<file path="config.mk">
export PLATFORM = sky130hd
export DESIGN_NAME = utf8_structural_filter
export DESIGN_NICKNAME = d
export VERILOG_FILES = /design/src/design/ufs_pkg.sv /design/src/design/ufs_front.sv /design/src/design/ufs_job_fifo.sv /design/src/design/ufs_back.sv /design/src/design/utf8_structural_filter.sv
export SDC_FILE = /design/constraint.sdc
export NUM_CORES = 1
export LEC_CHECK = 0
export ABC_AREA = 1
export BUFFER_PORTS_ARGS = -buffer_cell sky130_fd_sc_hd__clkbuf_2
export CAP_MARGIN = 10
export CORE_MARGIN = 2
export CORE_UTILIZATION = 62
export CTS_CLUSTER_DIAMETER = 80
export CTS_CLUSTER_SIZE = 16
export DETAILED_ROUTE_END_ITERATION = 10
export MAX_ROUTING_LAYER = met4
export PLACE_DENSITY = 0.89
export SLEW_MARGIN = 15
export SYNTH_ARGS = -nofsm -noshare
export SYNTH_HDL_FRONTEND = slang
export SYNTH_HIERARCHICAL = 1
export SYNTH_SLANG_ARGS = --single-unit
export TNS_END_PERCENT = 5
</file>
<file path="constraint.sdc">
create_clock -name i_clk -period 4.6 [get_ports i_clk]
set_clock_uncertainty 0.05 [all_clocks]
set_input_delay 0.69 -clock i_clk [delete_from_list [all_inputs] [get_ports i_clk]]
set_output_delay 0.69 -clock i_clk [all_outputs]
set_load 0.02 [all_outputs]
</file>
<file path="src/design/ufs_pkg.sv">
`timescale 1ns / 1ps
`default_nettype none
// ============================================================================
// UTF-8 structural filter package
// Shared constants, the job type passed from front to back, and lead decode.
// ============================================================================
package ufs_pkg;

    localparam int unsigned JOB_BYTES = 4;
    localparam int unsigned JOB_DEPTH = 4;
    localparam int unsigned JOB_PTR_W = $clog2(JOB_DEPTH);
    localparam int unsigned JOB_CNT_W = $clog2(JOB_DEPTH + 1);

    localparam logic [7:0] CONT_MASK  = 8'hC0;
    localparam logic [7:0] CONT_CODE  = 8'h80;
    localparam logic [7:0] LEAD2_MASK = 8'hE0;
    localparam logic [7:0] LEAD2_CODE = 8'hC0;
    localparam logic [7:0] LEAD3_MASK = 8'hF0;
    localparam logic [7:0] LEAD3_CODE = 8'hE0;
    localparam logic [7:0] LEAD4_MASK = 8'hF8;
    localparam logic [7:0] LEAD4_CODE = 8'hF0;

    localparam logic [1:0] NEED_NONE = 2'd0;
    localparam logic [1:0] NEED_ONE  = 2'd1;
    localparam logic [1:0] NEED_TWO  = 2'd2;
    localparam logic [1:0] NEED_THREE = 2'd3;

    typedef logic [1:0] t_idx;

    typedef struct packed {
        t_idx                       last_idx;
        logic [JOB_BYTES-1:0][7:0]  bytes;
    } t_job;

    function automatic logic [1:0] lead_need(input logic [7:0] b);
        logic [1:0] need;
        need = NEED_NONE;
        if ((b & LEAD2_MASK) == LEAD2_CODE) begin
            need = NEED_ONE;
        end else if ((b & LEAD3_MASK) == LEAD3_CODE) begin
            need = NEED_TWO;
        end else if ((b & LEAD4_MASK) == LEAD4_CODE) begin
            need = NEED_THREE;
        end
        return need;
    endfunction

endpackage
`default_nettype wire

</file>
<file path="src/design/ufs_front.sv">
`timescale 1ns / 1ps
`default_nettype none
// ============================================================================
// UTF-8 filter front end
// Classifies each byte, holds a pending sequence and emits complete jobs.
// ============================================================================
module ufs_front (
    input  wire logic         i_clk,
    input  wire logic         i_rst_n,
    input  wire logic         i_accept,
    input  wire logic [7:0]   i_byte,
    output ufs_pkg::t_job     o_job,
    output logic              o_job_valid
);

    logic [7:0] r_held [3];
    logic [7:0] n_held [3];
    logic [1:0] r_held_cnt;
    logic [1:0] n_held_cnt;
    logic [1:0] r_need;
    logic [1:0] n_need;
    logic       is_cont;
    logic [1:0] lead;

    always_comb begin
        n_held      = r_held;
        n_held_cnt  = r_held_cnt;
        n_need      = r_need;
        o_job_valid = 1'b0;
        o_job.bytes    = {i_byte, r_held[2], r_held[1], r_held[0]};
        o_job.last_idx = r_held_cnt;
        is_cont     = (i_byte & ufs_pkg::CONT_MASK) == ufs_pkg::CONT_CODE;
        lead        = ufs_pkg::lead_need(i_byte);
        if (i_accept) begin
            if (r_need != ufs_pkg::NEED_NONE && is_cont) begin
                if (r_held_cnt >= r_need) begin
                    o_job_valid = 1'b1;
                    o_job.bytes[r_held_cnt] = i_byte;
                    n_held_cnt = 2'd0;
                    n_need     = ufs_pkg::NEED_NONE;
                end else begin
                    case (r_held_cnt)
                        2'd1: begin
                            n_held[1] = i_byte;
                        end
                        2'd2: begin
                            n_held[2] = i_byte;
                        end
                        default: begin
                            n_held[0] = i_byte;
                        end
                    endcase
                    n_held_cnt = r_held_cnt + 2'd1;
                end
            end else if (!i_byte[7]) begin
                o_job_valid    = 1'b1;
                o_job.bytes[0] = i_byte;
                o_job.last_idx = 2'd0;
                n_held_cnt     = 2'd0;
                n_need         = ufs_pkg::NEED_NONE;
            end else if (lead != ufs_pkg::NEED_NONE) begin
                n_held[0]  = i_byte;
                n_held_cnt = 2'd1;
                n_need     = lead;
            end else begin
                n_held_cnt = 2'd0;
                n_need     = ufs_pkg::NEED_NONE;
            end
        end
    end

    always_ff @(posedge i_clk) begin
        if (!i_rst_n) begin
            r_held_cnt <= 2'd0;
            r_need     <= ufs_pkg::NEED_NONE;
        end else begin
            r_held_cnt <= n_held_cnt;
            r_need     <= n_need;
        end
    end

    always_ff @(posedge i_clk) begin
        r_held <= n_held;
    end

`ifndef SYNTHESIS
    a_idle_empty: assert property (@(posedge i_clk) disable iff (!i_rst_n)
        r_need == ufs_pkg::NEED_NONE |-> r_held_cnt == 2'd0)
        else $error("held bytes without a pending sequence");
    a_held_range: assert property (@(posedge i_clk) disable iff (!i_rst_n)
        r_need != ufs_pkg::NEED_NONE |-> r_held_cnt != 2'd0 && r_held_cnt <= r_need)
        else $error("held count out of range for pending sequence");
`endif

endmodule
`default_nettype wire

</file>
<file path="src/design/ufs_job_fifo.sv">
`timescale 1ns / 1ps
`default_nettype none
// ============================================================================
// UTF-8 filter job queue
// Short queue of complete jobs between the front end and the output stage.
// ============================================================================
module ufs_job_fifo (
    input  wire logic           i_clk,
    input  wire logic           i_rst_n,
    input  wire logic           i_push,
    input  wire ufs_pkg::t_job  i_job,
    output logic                o_full,
    input  wire logic           i_pop,
    output logic                o_empty,
    output ufs_pkg::t_job       o_job
);

    ufs_pkg::t_job                   r_mem [ufs_pkg::JOB_DEPTH];
    logic [ufs_pkg::JOB_PTR_W-1:0]   r_wr_ptr;
    logic [ufs_pkg::JOB_PTR_W-1:0]   r_rd_ptr;
    logic [ufs_pkg::JOB_CNT_W-1:0]   r_count;
    logic [ufs_pkg::JOB_CNT_W-1:0]   n_count;
    logic                            do_push;
    logic                            do_pop;

    assign o_full  = r_count == ufs_pkg::JOB_CNT_W'(ufs_pkg::JOB_DEPTH);
    assign o_empty = r_count == '0;
    assign o_job   = r_mem[r_rd_ptr];
    assign do_push = i_push && !o_full;
    assign do_pop  = i_pop && !o_empty;

    always_comb begin
        n_count = r_count;
        if (do_push && !do_pop) begin
            n_count = r_count + ufs_pkg::JOB_CNT_W'(1);
        end else if (do_pop && !do_push) begin
            n_count = r_count - ufs_pkg::JOB_CNT_W'(1);
        end
    end

    always_ff @(posedge i_clk) begin
        if (!i_rst_n) begin
            r_wr_ptr <= '0;
            r_rd_ptr <= '0;
            r_count  <= '0;
        end else begin
            if (do_push) begin
                r_wr_ptr <= r_wr_ptr + ufs_pkg::JOB_PTR_W'(1);
            end
            if (do_pop) begin
                r_rd_ptr <= r_rd_ptr + ufs_pkg::JOB_PTR_W'(1);
            end
            r_count <= n_count;
        end
    end

    always_ff @(posedge i_clk) begin
        if (do_push) begin
            r_mem[r_wr_ptr] <= i_job;
        end
    end

`ifndef SYNTHESIS
    a_no_overflow: assert property (@(posedge i_clk) disable iff (!i_rst_n)
        i_push |-> !o_full)
        else $error("job pushed into a full queue");
    a_count_range: assert property (@(posedge i_clk) disable iff (!i_rst_n)
        r_count <= ufs_pkg::JOB_CNT_W'(ufs_pkg::JOB_DEPTH))
        else $error("job queue count out of range");
`endif

endmodule
`default_nettype wire

</file>
<file path="src/design/ufs_back.sv">
`timescale 1ns / 1ps
`default_nettype none
// ============================================================================
// UTF-8 filter output stage
// Takes jobs from the queue and presents their bytes one per transfer.
// ============================================================================
module ufs_back (
    input  wire logic           i_clk,
    input  wire logic           i_rst_n,
    input  wire logic           i_job_empty,
    input  wire ufs_pkg::t_job  i_job,
    output logic                o_job_pop,
    output logic                o_empty,
    input  wire logic           i_pop,
    output logic [7:0]          o_byte,
    output logic                o_last
);

    logic           r_busy;
    ufs_pkg::t_job  r_job;
    ufs_pkg::t_idx  r_idx;
    logic           out_pop;

    assign o_empty   = !r_busy;
    assign o_last    = r_idx == r_job.last_idx;
    assign o_byte    = r_job.bytes[r_idx];
    assign out_pop   = i_pop && r_busy;
    assign o_job_pop = !i_job_empty && (!r_busy || (out_pop && o_last));

    always_ff @(posedge i_clk) begin
        if (!i_rst_n) begin
            r_busy <= 1'b0;
            r_idx  <= '0;
        end else if (o_job_pop) begin
            r_busy <= 1'b1;
            r_idx  <= '0;
        end else if (out_pop) begin
            if (o_last) begin
                r_busy <= 1'b0;
            end else begin
                r_idx <= r_idx + 2'd1;
            end
        end
    end

    always_ff @(posedge i_clk) begin
        if (o_job_pop) begin
            r_job <= i_job;
        end
    end

`ifndef SYNTHESIS
    a_idx_range: assert property (@(posedge i_clk) disable iff (!i_rst_n)
        r_busy |-> r_idx <= r_job.last_idx)
        else $error("byte index beyond end of job");
`endif

endmodule
`default_nettype wire

</file>
<file path="src/design/utf8_structural_filter.sv">
// An ASCII byte or the byte that completes a sequence is written into the job
// queue and then loaded into the output stage's job register on its way to the
// result ports. One byte per cycle on both sides, while full is low at the
// input and empty is low at the output; a four-entry job queue absorbs bursts.
// Reset: synchronous and active low; clears pending state, queue and output.
`timescale 1ns / 1ps
`default_nettype none
// ============================================================================
// UTF-8 structural filter
// Passes only structurally well-formed UTF-8 sequences from a byte stream.
// ============================================================================
module utf8_structural_filter (
    input  wire logic        i_clk,
    input  wire logic        i_rst_n,
    input  wire logic        push,
    output logic             full,
    input  wire logic [7:0]  i_in_byte,
    output logic             empty,
    input  wire logic        pop,
    output logic [7:0]       o_out_byte,
    output logic             o_run_last
);

    ufs_pkg::t_job  front_job;
    logic           front_job_valid;
    ufs_pkg::t_job  queue_job;
    logic           queue_empty;
    logic           queue_pop;
    logic           accept;

    assign accept = push && !full;

    ufs_front u_front (
        .i_clk       (i_clk),
        .i_rst_n     (i_rst_n),
        .i_accept    (accept),
        .i_byte      (i_in_byte),
        .o_job       (front_job),
        .o_job_valid (front_job_valid)
    );

    ufs_job_fifo u_queue (
        .i_clk   (i_clk),
        .i_rst_n (i_rst_n),
        .i_push  (front_job_valid),
        .i_job   (front_job),
        .o_full  (full),
        .i_pop   (queue_pop),
        .o_empty (queue_empty),
        .o_job   (queue_job)
    );

    ufs_back u_back (
        .i_clk       (i_clk),
        .i_rst_n     (i_rst_n),
        .i_job_empty (queue_empty),
        .i_job       (queue_job),
        .o_job_pop   (queue_pop),
        .o_empty     (empty),
        .i_pop       (pop),
        .o_byte      (o_out_byte),
        .o_last      (o_run_last)
    );

endmodule
`default_nettype wire
</file>
==> results of run 1 <==
## layout by cell type, fill, tap and decap left out, types with 3 or more instances in the layout
master / synthesis / final
edfxtp_1: 194 / 194
nor2_1: 114 / 110
o21ai_0: 83 / 83
nand2_1: 69 / 69
inv_1: 56 / 56
nor2_2: 22 / 26
clkbuf_2: 2 / 22
o22ai_1: 22 / 22
o22ai_2: 20 / 20
a21oi_1: 18 / 18
clkbuf_16: 0 / 17
dfxtp_1: 16 / 15
nand3_1: 14 / 14
clkbuf_1: 3 / 11
ha_1: 10 / 10
buf_4: 13 / 8
nand2_2: 7 / 7
o21ai_1: 5 / 5
nor2_4: 3 / 3
## worst max-delay path, delay by kind of cell (launching register included)
family | cells | cell delay [ps]
and+or+nand+nor | 9 | 1280
DFF | 1 | 420
buffers and inverters | 5 | 570
adders and majority gates | 2 | 570
AOI/OAI and AO/OA | 1 | 290
## cells in the mapped netlist, drive strengths merged
master,number
edfxtp,194
nor2,139
o21ai,89
nand2,76
inv,59
o22ai,42
buf,33
a21oi,18
dfxtp,16
nand3,14
ha,10
clkbuf,5
or2,2
xor2,2
a21boi,1
a31oi,1
fa,1
nand3b,1
nand4,1
nor3,1
o211ai,1
## stage by stage
stage / area (um2) / utilization (%) / hold WS (ps)
after floorplan: 8780 / - / 414
after global placement: 8890 / 64.3 / 427
after detailed placement: 8890 / 64.3 / 465
after CTS: 9380 / 67.8 / 475
after global routing: 9380 / 67.8 / 492
final: 9380 / 67.8 / 472
## logic make-up after synthesis
logic type | count (synthesis) | synth area share, %
xor+xnor | 2 | 0.200
compound gates | 152 | 10.8
simple gates | 234 | 11.4
buf+inv | 97 | 5.87
fa+ha+maj | 11 | 1.65
flops | 210 | 70.0
## flip-flops by register name (all words and copies together), names as in the netlist, named ones only
register and flops:
u_front/r_need 2, u_back/r_busy 1, u_queue/r_rd_ptr 2, u_queue/r_count 3, u_queue/r_mem 136, u_back/r_idx 2, u_front/r_held_cnt 2, u_queue/r_wr_ptr 2
u_back/r_job 34, u_front/r_held 24
## power by group through the flow
stage	registers [mW]	logic (mW)	clock network (mW)
after floorplan	2.59	1.03	0
after global placement	2.65	1.20	0
after detailed placement	2.68	1.28	0
after CTS	2.64	1.30	1.33
after global routing	2.67	1.43	1.39
final	2.64	1.31	1.31
## worst max-delay path by stage
stage / slack [ps] / cells past startpoint / end / from
2_1_floorplan: 1240 / 7 / u_queue/r_mem[0][0] / push
3_3_place_gp: 1540 / 16 / u_queue/r_count[2] / push
3_5_place_dp: 1380 / 16 / u_queue/r_count[2] / push
4_1_cts: 1410 / 17 / u_queue/r_count[2] / u_queue/r_count[0]
5_1_grt: 1110 / 17 / u_queue/r_count[2] / u_queue/r_count[0]
6_report: 1320 / 17 / u_queue/r_count[2] / u_queue/r_count[0]
## layout make-up
cell class                 instances  share of cell area (%)
multi-input combinational        399                    22.7
tap                              180                    2.40
clock buffer                      28                    4.98
sequential                       210                    65.5
antenna                            1                  0.0267
inverter                          59                    2.41
clock inverter                     1                   0.173
timing repair buffer              30                    1.81
## layer usage
metal / vias to the layer above / share of wire (%) / global-route usage (%)
met5: - / 0 / -
met4: 0 / 1.6 / 7.74
met3: 37 / 10 / 3.69
met2: 325 / 50 / 41.1
met1: 2629 / 38 / 34.6
li1: 2479 / - / -
==> run_results.csv, run 1 <==
group,metric,value,unit
status,outcome,"finished, final reports clean",
sta,setup_viol,0,
detailed_routing,vias,5470,
clock_tree,cts_hold_buf,0,
finish,drive_above_1_share,15.3,%
power_and_ir_drop,p_switching,1.70,mW
detailed_routing,totalWireLength,18400,um
die,start_util,63.5,%
finish,fin_nets,740,
die,die_y,123,um
logic_synthesis,synth_top_area_cell,"edfxtp_1",
global_routing,grt_pass1_vias,5351,
worst_setup_path,worstSetupEndpointType,"flip-flop",
detailed_routing,viasPerCell,6.02,
finish,regArea,6150,um2
die,die_w,123,um
worst_setup_path,critPathMaxStageDelay,520,ps
power_and_ir_drop,power_frac_clock,25.0,%
power_and_ir_drop,irDropWorstVdd,0.346,mV
logic_synthesis,synth_seq_cells,210,
sta,drv_slew,0,
worst_setup_path,slowest_stage,"nor2_2",
detailed_routing,wl_per_cell,20.3,um
global_routing,gr-usage-all-layers,25.6,%
worst_setup_path,rr_worst_depth,17,
die,rows,43,
detailed_routing,drtIter0Drc,769,
finish,syn2layout_area_growth,6.87,%
detailed_routing,detail_route.first_pass.iterations,5,
hold_path,holdPathStages,2,
power_and_ir_drop,intPower,3.55,mW
sta,min_period,3280,ps
die,io_pins,23,
worst_setup_path,reg2reg_from,"u_queue/r_count[0]",
sta,fmax,305,MHz
sta,fin_setup_tns,0,ps
placed_design,portBuffers,22,
clock_tree,clkLatencyLatePin,460,ps
clock_tree,clkSinkCount,210,
worst_setup_path,startpoint_type,"flip-flop",
clock_tree,cts_resized,0,
logic_synthesis,yosysWarnings,6,
finish,fin_cells,908,
worst_setup_path,reg2reg_slack,1320,ps
clock_tree,cts_tree,"done",
logic_synthesis,syn_area,8780,um2
clock_tree,numCtsBuffers,17,
finish,multi_input_area,2120,um2
worst_setup_path,path_class,"reg2reg",
finish,fillerInstances,896,
logic_synthesis,syn_inst,706,
hold_path,holdCritPathClass,"reg2reg",
worst_setup_path,worst-endpoint-arrival,3580,ps
placed_design,routabilityCongestion,0.868,
sta,grt_setup_unrepaired,"false",
logic_synthesis,synth_top_area_share,66.4,%
logic_synthesis,syn_nets,729,
logic_synthesis,syn_area_per_cell,12.4,um2
global_routing,grt_pass1_wl,28400,um
placed_design,place_hpwl,11400,um
global_routing,antenna_found_initial,1,
power_and_ir_drop,power_frac_seq,50.2,%
sta,tightest_slew,1080,ps
clock_tree,clk_path_buf_depth,3,
placed_design,place_ws,1380,ps
detailed_routing,ant_nets,0,
clock_tree,clk_pin_slew,70,ps
global_routing,grt_remaining_overflow,0,
die,die_area,15100,um2
detailed_routing,drc,0,
sta,fin_ws,1320,ps
worst_setup_path,cp.required,4900,ps
clock_tree,post_cts_buffers,0,
clock_tree,root_buffer,"clkbuf_16",
power_and_ir_drop,power.total,5.26,mW
logic_synthesis,ys_seq_area_share,70.0,%
power_and_ir_drop,switching_share,32.4,%
worst_setup_path,crit_chain,"nor2_1 > nand2_1 > inv_1 > nor2_2 > inv_1 > a21oi_1 > nand2_1 > inv_1 > ha_1 > inv_1 > fa_1 > inv_1 > nand2_1 > nand3_1 > nand2_1 > nand2_1 > nor2_1",
clock_tree,cts-htree-levels,1,
power_and_ir_drop,pwr-share-comb,24.9,%
sta,fin_crit_sh,71.3,%
job,max-cap-violations,0,
hold_path,hold_start,"u_queue/r_rd_ptr[1]",
global_routing,grt_max_degree,69,
logic_synthesis,synth_area_leaders,"edfxtp_1, nor2_1, o21ai_0",
worst_setup_path,crit_fanout,17,
power_and_ir_drop,p_per_area,561,nW/um2
sta,slew_headroom,27.8,%
worst_setup_path,worstReg2RegEnd,"u_queue/r_count[2]",
die,coreArea,13800,um2
placed_design,dpl.cell_count,878,
hold_path,hold_end,"u_queue/r_rd_ptr[1]",
power_and_ir_drop,p_leak,3.38,nW
logic_synthesis,ys_types,33,
sta,hold_viol,0,
Power figures use the tool's default switching activity.
==> inputs of run 2 (changes only) <==
--- a/config.mk
+++ b/config.mk
@@ -9,12 +9,12 @@
 export BUFFER_PORTS_ARGS = -buffer_cell sky130_fd_sc_hd__clkbuf_2
 export CAP_MARGIN = 10
 export CORE_MARGIN = 2
-export CORE_UTILIZATION = 62
+export CORE_UTILIZATION = 56
 export CTS_CLUSTER_DIAMETER = 80
 export CTS_CLUSTER_SIZE = 16
 export DETAILED_ROUTE_END_ITERATION = 10
 export MAX_ROUTING_LAYER = met4
-export PLACE_DENSITY = 0.89
+export PLACE_DENSITY = 0.86
 export SLEW_MARGIN = 15
 export SYNTH_ARGS = -nofsm -noshare
 export SYNTH_HDL_FRONTEND = slang
==> constraint.sdc (replaced) <==
create_clock -name i_clk -period 2.6 [get_ports i_clk]
set_clock_uncertainty 0.05 [all_clocks]
set_input_delay 0.39 -clock i_clk [delete_from_list [all_inputs] [get_ports i_clk]]
set_output_delay 0.39 -clock i_clk [all_outputs]
set_load 0.02 [all_outputs]
==> run 2 against run 1 <==
  * Routed wire length increased by 1.9%
  * Worst hold slack got worse by 320 ps
  * Sequential cell count stayed put
  * Utilization shrank 5.1 points
  * Via count is 2.8% higher
  * Count of clock-buffer cells in the layout is 6 lower
  * Setup slack worse by 1200 ps
  * Largest cell class unchanged
  * Largest power group unchanged
==> run_results.csv, run 2 (synthesized netlist as in run 1, its figures left out) <==
group,metric,value,unit
status,outcome,"finished, final reports clean",
global_routing,antenna_found_initial,0,
die,rows,45,
die,coreArea,15300,um2
die,die_area,16700,um2
detailed_routing,vias,5623,
global_routing,grt_pass1_vias,5743,
worst_setup_path,path_class,"reg2reg",
sta,slew_headroom,57.5,%
sta,drv_slew,0,
global_routing,grt_max_degree,69,
worst_setup_path,reg2reg_slack,130,ps
detailed_routing,drtIter0Drc,725,
sta,fin_crit_sh,95.0,%
finish,syn2layout_area_growth,9.04,%
detailed_routing,detail_route.first_pass.iterations,5,
worst_setup_path,worst-endpoint-arrival,2780,ps
sta,setup_viol,0,
power_and_ir_drop,p_leak,3.46,nW
clock_tree,cts_hold_buf,0,
hold_path,hold_start,"i_in_byte[2]",
die,io_pins,23,
placed_design,placed_cell_area,9070,um2
sta,hold_viol,0,
clock_tree,clkLatencyLatePin,470,ps
clock_tree,cts-htree-levels,1,
finish,antenna_cells,0,
hold_path,hold_end,"u_front/r_held[10]",
finish,reg_top3,"u_queue/r_mem (136), u_back/r_job (34), u_front/r_held (24)",
finish,fin_cells,946,
die,die_w,129,um
worst_setup_path,worstReg2RegEnd,"u_queue/r_count[2]",
worst_setup_path,worstSetupEndpointType,"flip-flop",
worst_setup_path,crit_fanout,5,
global_routing,gr-usage-all-layers,23.7,%
placed_design,place_hpwl,11100,um
detailed_routing,viasPerCell,5.94,
clock_tree,clk_pin_slew,70,ps
finish,mostFrequentLayoutCell,"edfxtp_1",
finish,largest_register_ffs,136,
clock_tree,root_buffer,"clkbuf_16",
job,max-cap-violations,0,
clock_tree,clk_path_buf_depth,3,
sta,min_period,2470,ps
sta,tightest_slew,637,ps
global_routing,grt_pass1_wl,29400,um
die,start_util,57.5,%
worst_setup_path,reg2reg_from,"u_front/r_need[1]",
worst_setup_path,startpoint_type,"flip-flop",
global_routing,grt_remaining_overflow,0,
detailed_routing,wl_per_cell,19.9,um
detailed_routing,ant_nets,0,
worst_setup_path,cp.required,2910,ps
clock_tree,clkSinkCount,210,
finish,largest-register,"u_queue/r_mem",
placed_design,routabilityCongestion,0.821,
detailed_routing,totalWireLength,18800,um
worst_setup_path,rr_worst_depth,17,
hold_path,holdCritPathClass,"in2reg",
die,die_y,129,um
hold_path,holdPathStages,1,
placed_design,dpl.cell_count,921,
finish,drive_above_1_share,18.0,%
power_and_ir_drop,power.total,9.30,mW
clock_tree,cts_tree,"done",
placed_design,portBuffers,22,
detailed_routing,drc,0,
finish,mostFrequentLayoutCells,"edfxtp_1, nor2_1, o21ai_0, nand2_1, inv_1",
finish,design_area,9570,um2
power_and_ir_drop,p_per_area,972,nW/um2
power_and_ir_drop,irDropWorstVdd,0.630,mV
clock_tree,numCtsBuffers,17,
sta,fin_setup_tns,0,ps
sta,fmax,405,MHz
finish,fin_nets,754,
## run 2: cell types whose count changed in the layout (fill, tap and decap cells not counted), moves of 2 or more
| cell | previous run | this run |
|---|---|---|
| buf_4 | 8 | 18 |
| dfxtp_2 | 1 | 3 |
| buf_12 | 0 | 4 |
| dfxtp_1 | 15 | 13 |
| clkbuf_1 | 11 | 5 |
## run 2: area by class of cell
type                       count  area [um2]
sequential                   210        6150
fill                        1032        5690
multi-input combinational    399        2140
clock buffer                  22         444
timing repair buffer          44         325
tap                          211         264
inverter                      59         226
clock inverter                 1        16.3
## run 2: per-stage QoR
step	utilization (%)	setup WS, ps	hold slack, ps
3_5_place_dp	59.5	-13.9	453
2_1_floorplan	-	-236	414
4_1_cts	62.5	44.8	152
6_report	62.7	129	149
3_3_place_gp	59.5	157	429
5_1_grt	62.7	-5.68	163
## run 2: what timing repair did
item                       4_1_cts  5_1_grt
pin swaps                        0        3
setup buffers                    0        2
setup endpoints to repair        1        2
resized for setup                1        7
## run 2: power breakdown
group	internal [mW]	switching [mW]
Sequential	4.40	0.239
Combinational	0.703	1.68
Clock	1.21	1.09
Total	6.30	3.00
## run 2: per-layer routing
| layer | up-vias | track usage, % | share of wire [%] |
|---|---|---|---|
| li1 | 2497 | - | - |
| met1 | 2714 | 29.0 | 37 |
| met2 | 349 | 39.8 | 51 |
| met3 | 63 | 4.38 | 9.1 |
| met4 | 0 | 8.63 | 3.0 |
| met5 | - | - | 0 |
## run 2: worst max-delay path: stages, from the launching register on
cell     delay (ps)
dfxtp_2         350
inv_1            50
ha_1            300
nand2_1          80
nand3_2         120
nand2_4          90
a21oi_2         190
nand2_1         100
inv_2            80
ha_2            170
inv_1            70
fa_2            340
inv_1            60
nand2_1          50
nand3_1         110
nand2_1          60
nand2_1          60
nor2_1           40
## run 2: how the worst max path moves through the flow
stage                          endpoint  slack [ps]                  start  depth (start not counted)
finish               u_queue/r_count[2]         130      u_front/r_need[1]                         17
CTS                  u_queue/r_count[2]          40  u_front/r_held_cnt[0]                         17
detailed placement   u_queue/r_count[2]         -10  u_front/r_held_cnt[0]                         17
floorplan           u_queue/r_mem[0][0]        -240     u_queue/r_count[0]                          9
global route         u_queue/r_count[2]          -6  u_front/r_held_cnt[0]                         17
global placement     u_queue/r_count[2]         160  u_front/r_held_cnt[0]                         17
==> inputs of run 3 (changes only) <==
--- a/config.mk
+++ b/config.mk
@@ -18,6 +18,5 @@
 export SLEW_MARGIN = 15
 export SYNTH_ARGS = -nofsm -noshare
 export SYNTH_HDL_FRONTEND = slang
-export SYNTH_HIERARCHICAL = 1
 export SYNTH_SLANG_ARGS = --single-unit
 export TNS_END_PERCENT = 5
==> run 3 against run 2 <==
  * Sequential share of layout area is 2.0 points higher
  * Maximum frequency is 0.33% lower
  * Final cell count is 6.8% lower
  * Via count is 3.6% lower
  * Area after synthesis is 5.5% lower
  * First-iteration DRC count is 17% lower
  * Critical path depth is 2 lower
==> run_results.csv, run 3 <==
group,metric,value,unit
status,outcome,"finished, final reports clean",
worst_setup_path,cp.required,2910,ps
placed_design,portBuffers,22,
detailed_routing,drtIter0Drc,602,
logic_synthesis,syn_inst,661,
die,die_area,15800,um2
clock_tree,cts-htree-levels,1,
logic_synthesis,yosysWarnings,0,
logic_synthesis,synth_area_leaders,"edfxtp_1, o21ai_0, nor2_1",
finish,fillerInstances,999,
clock_tree,numCtsBuffers,16,
sta,slew_headroom,46.5,%
global_routing,antenna_found_initial,0,
die,io_pins,23,
finish,antenna_cells,0,
clock_tree,clk_path_buf_depth,3,
sta,fmax,403,MHz
placed_design,place_hpwl,11200,um
global_routing,grt_pass1_vias,5338,
sta,min_period,2480,ps
worst_setup_path,path_class,"reg2reg",
global_routing,grt_remaining_overflow,0,
detailed_routing,wl_per_cell,20.7,um
die,coreArea,14500,um2
logic_synthesis,synthTopCellsByCount,"edfxtp_1, nor2_1, o21ai_0, nand2_1",
global_routing,grtUsageMet1,31.3,%
logic_synthesis,syn_area_per_cell,12.5,um2
worst_setup_path,rr_worst_depth,15,
detailed_routing,totalWireLength,18200,um
clock_tree,clk_pin_slew,70,ps
logic_synthesis,synth_ff_type,"edfxtp_1",
worst_setup_path,reg2reg_from,"u_front.r_held_cnt[0]",
clock_tree,cts_hold_buf,0,
finish,largest_register_ffs,136,
global_routing,gr-max-usage-layer,"met2",
logic_synthesis,ys_types,26,
hold_path,holdPathStages,1,
finish,fin_cells,882,
placed_design,routabilityCongestion,0.897,
finish,fin_nets,717,
logic_synthesis,async_reset_ff_share,0,%
detailed_routing,viasPerCell,6.15,
logic_synthesis,synth_edf_count,194,
clock_tree,cts_tree,"done",
hold_path,holdCritPathClass,"in2reg",
die,start_util,57.3,%
global_routing,grt_max_degree,72,
hold_path,hold_end,"u_front.r_held[9]",
global_routing,grtUsageMet2,38.5,%
die,die_y,126,um
clock_tree,clkLatencyLatePin,470,ps
die,die_w,126,um
clock_tree,clkSinkCount,208,
detailed_routing,detail_route.first_pass.iterations,5,
power_and_ir_drop,p_per_area,1010,nW/um2
sta,grt_setup_unrepaired,"false",
detailed_routing,ant_nets,0,
worst_setup_path,reg2reg_slack,120,ps
detailed_routing,vias,5420,
sta,holdWs,176,ps
global_routing,grt_pass1_wl,28500,um
logic_synthesis,synth_top_area_share,70.3,%
worst_setup_path,worstReg2RegEnd,"u_queue.r_count[2]",
finish,mostFrequentLayoutCells,"edfxtp_1, nor2_1, o21ai_0, nand2_1, o22ai_1",
placed_design,dpl.cell_count,860,
logic_synthesis,synth_most_common_cell,"edfxtp_1",
logic_synthesis,syn_area,8290,um2
worst_setup_path,worstSetupEndpointType,"flip-flop",
logic_synthesis,synth_seq_cells,208,
power_and_ir_drop,p_leak,3.31,nW
worst_setup_path,worst-endpoint-arrival,2790,ps
worst_setup_path,startpoint_type,"flip-flop",
global_routing,gr-usage-all-layers,24.0,%
power_and_ir_drop,irDropWorstVdd,0.616,mV
finish,syn2layout_area_growth,11.1,%
finish,drive_above_1_share,11.9,%
sta,fin_setup_tns,0,ps
sta,fin_crit_sh,95.3,%
finish,reg_top3,"u_queue.r_mem (136), u_back.r_job (34), u_front.r_held (24)",
detailed_routing,drc,0,
sta,drv_slew,0,
logic_synthesis,ys_seq_area_share,73.6,%
sta,tightest_slew,802,ps
sta,setup_viol,0,
finish,largest-register,"u_queue.r_mem",
die,rows,44,
logic_synthesis,syn_nets,684,
clock_tree,root_buffer,"clkbuf_16",
logic_synthesis,synth_top_area_cell,"edfxtp_1",
worst_setup_path,crit_fanout,5,
finish,mostFrequentLayoutCell,"edfxtp_1",
sta,hold_viol,0,
global_routing,met3_usage,4.25,%
job,max-cap-violations,0,
hold_path,hold_start,"i_in_byte[1]",
==> run 3: cell count changes after synthesis, sizes merged, moves of 2 or more <==
cell,previous run,this run
nand2,76,67
o21ai,89,104
dfxtp,16,14
nand3,14,11
or2,2,0
nand4,1,6
a21oi,18,10
clkbuf,5,20
buf,33,10
nor2,139,121
inv,59,43
==> run 3: through the flow <==
step	util, %	setup slack [ps]	power [mW]	instance area, um2
after CTS	63.6	32.0	9.30	9210
final	63.6	121	9.30	9210
after floorplan	-	-474	6.16	8290
after detailed placement	60.5	-70.2	7.09	8760
after global placement	60.5	200	6.89	8760
after global routing	63.6	20.7	9.72	9210
==> run 3: kinds of logic (layout without fill, tap and decap cells) <==
kind of cell | Yosys count | after routing | share of synthesized area, %
buffers and inverters | 73 | 110 | 3.56
DFF | 208 | 208 | 73.6
xor gates and xnor gates | 3 | 3 | 0.317
adders and majority gates | 11 | 11 | 1.75
and+or+nand+nor | 207 | 207 | 10.1
AOI/OAI and AO/OA | 159 | 159 | 10.6
==> run 3: critical path, cell delays in order (launching register included) <==
cell,delay [ps]
dfxtp_2,360
inv_2,70
ha_1,280
inv_1,40
nand2_1,90
a21oi_2,80
nand2_1,110
nand3_2,120
inv_1,90
ha_1,130
inv_1,80
fa_2,410
a21oi_1,170
o21ai_1,110
o21ai_0,150
a21oi_1,50
==> run 3: area by class of cell <==
type                       count  area [um2]  share of cell area, %
multi-input combinational    380        1910                   20.7
inverter                      43         161                   1.75
tap                          184         230                   2.50
clock buffer                  22         444                   4.82
timing repair buffer          45         358                   3.88
sequential                   208        6110                   66.3
==> run 3: worst max path at each step <==
stage / depth (start not counted) / slack [ps] / end / start
4_1_cts: 15 / 30 / u_queue.r_count[2] / u_front.r_held_cnt[0]
3_5_place_dp: 15 / -70 / u_queue.r_count[2] / u_front.r_held_cnt[0]
2_1_floorplan: 8 / -470 / u_queue.r_mem[0][0] / u_front.r_held_cnt[0]
5_1_grt: 13 / 20 / u_queue.r_count[1] / u_front.r_held_cnt[0]
6_report: 15 / 120 / u_queue.r_count[2] / u_front.r_held_cnt[0]
3_3_place_gp: 15 / 200 / u_queue.r_count[2] / u_front.r_held_cnt[0]
==> run 3: routing by layer <==
metal / up-vias / routed length [um]
li1: 2421 / -
met1: 2655 / 6940
met2: 298 / 9100
met3: 46 / 1740
met4: 0 / 444
met5: - / 0
==> run 3: what timing repair did <==
item / 4_1_cts / 5_1_grt
endpoints found under the setup margin: 2 / 2
pin swaps: 0 / 0
setup buffers: 0 / 0
resized for setup: 3 / 3
==> run 3: report_power, final <==
part / total [mW] / switching (mW) / internal [mW]
clock: 2.23 / 1.04 / 1.18
sequential: 4.54 / 0.178 / 4.37
combinational: 2.53 / 1.81 / 0.715
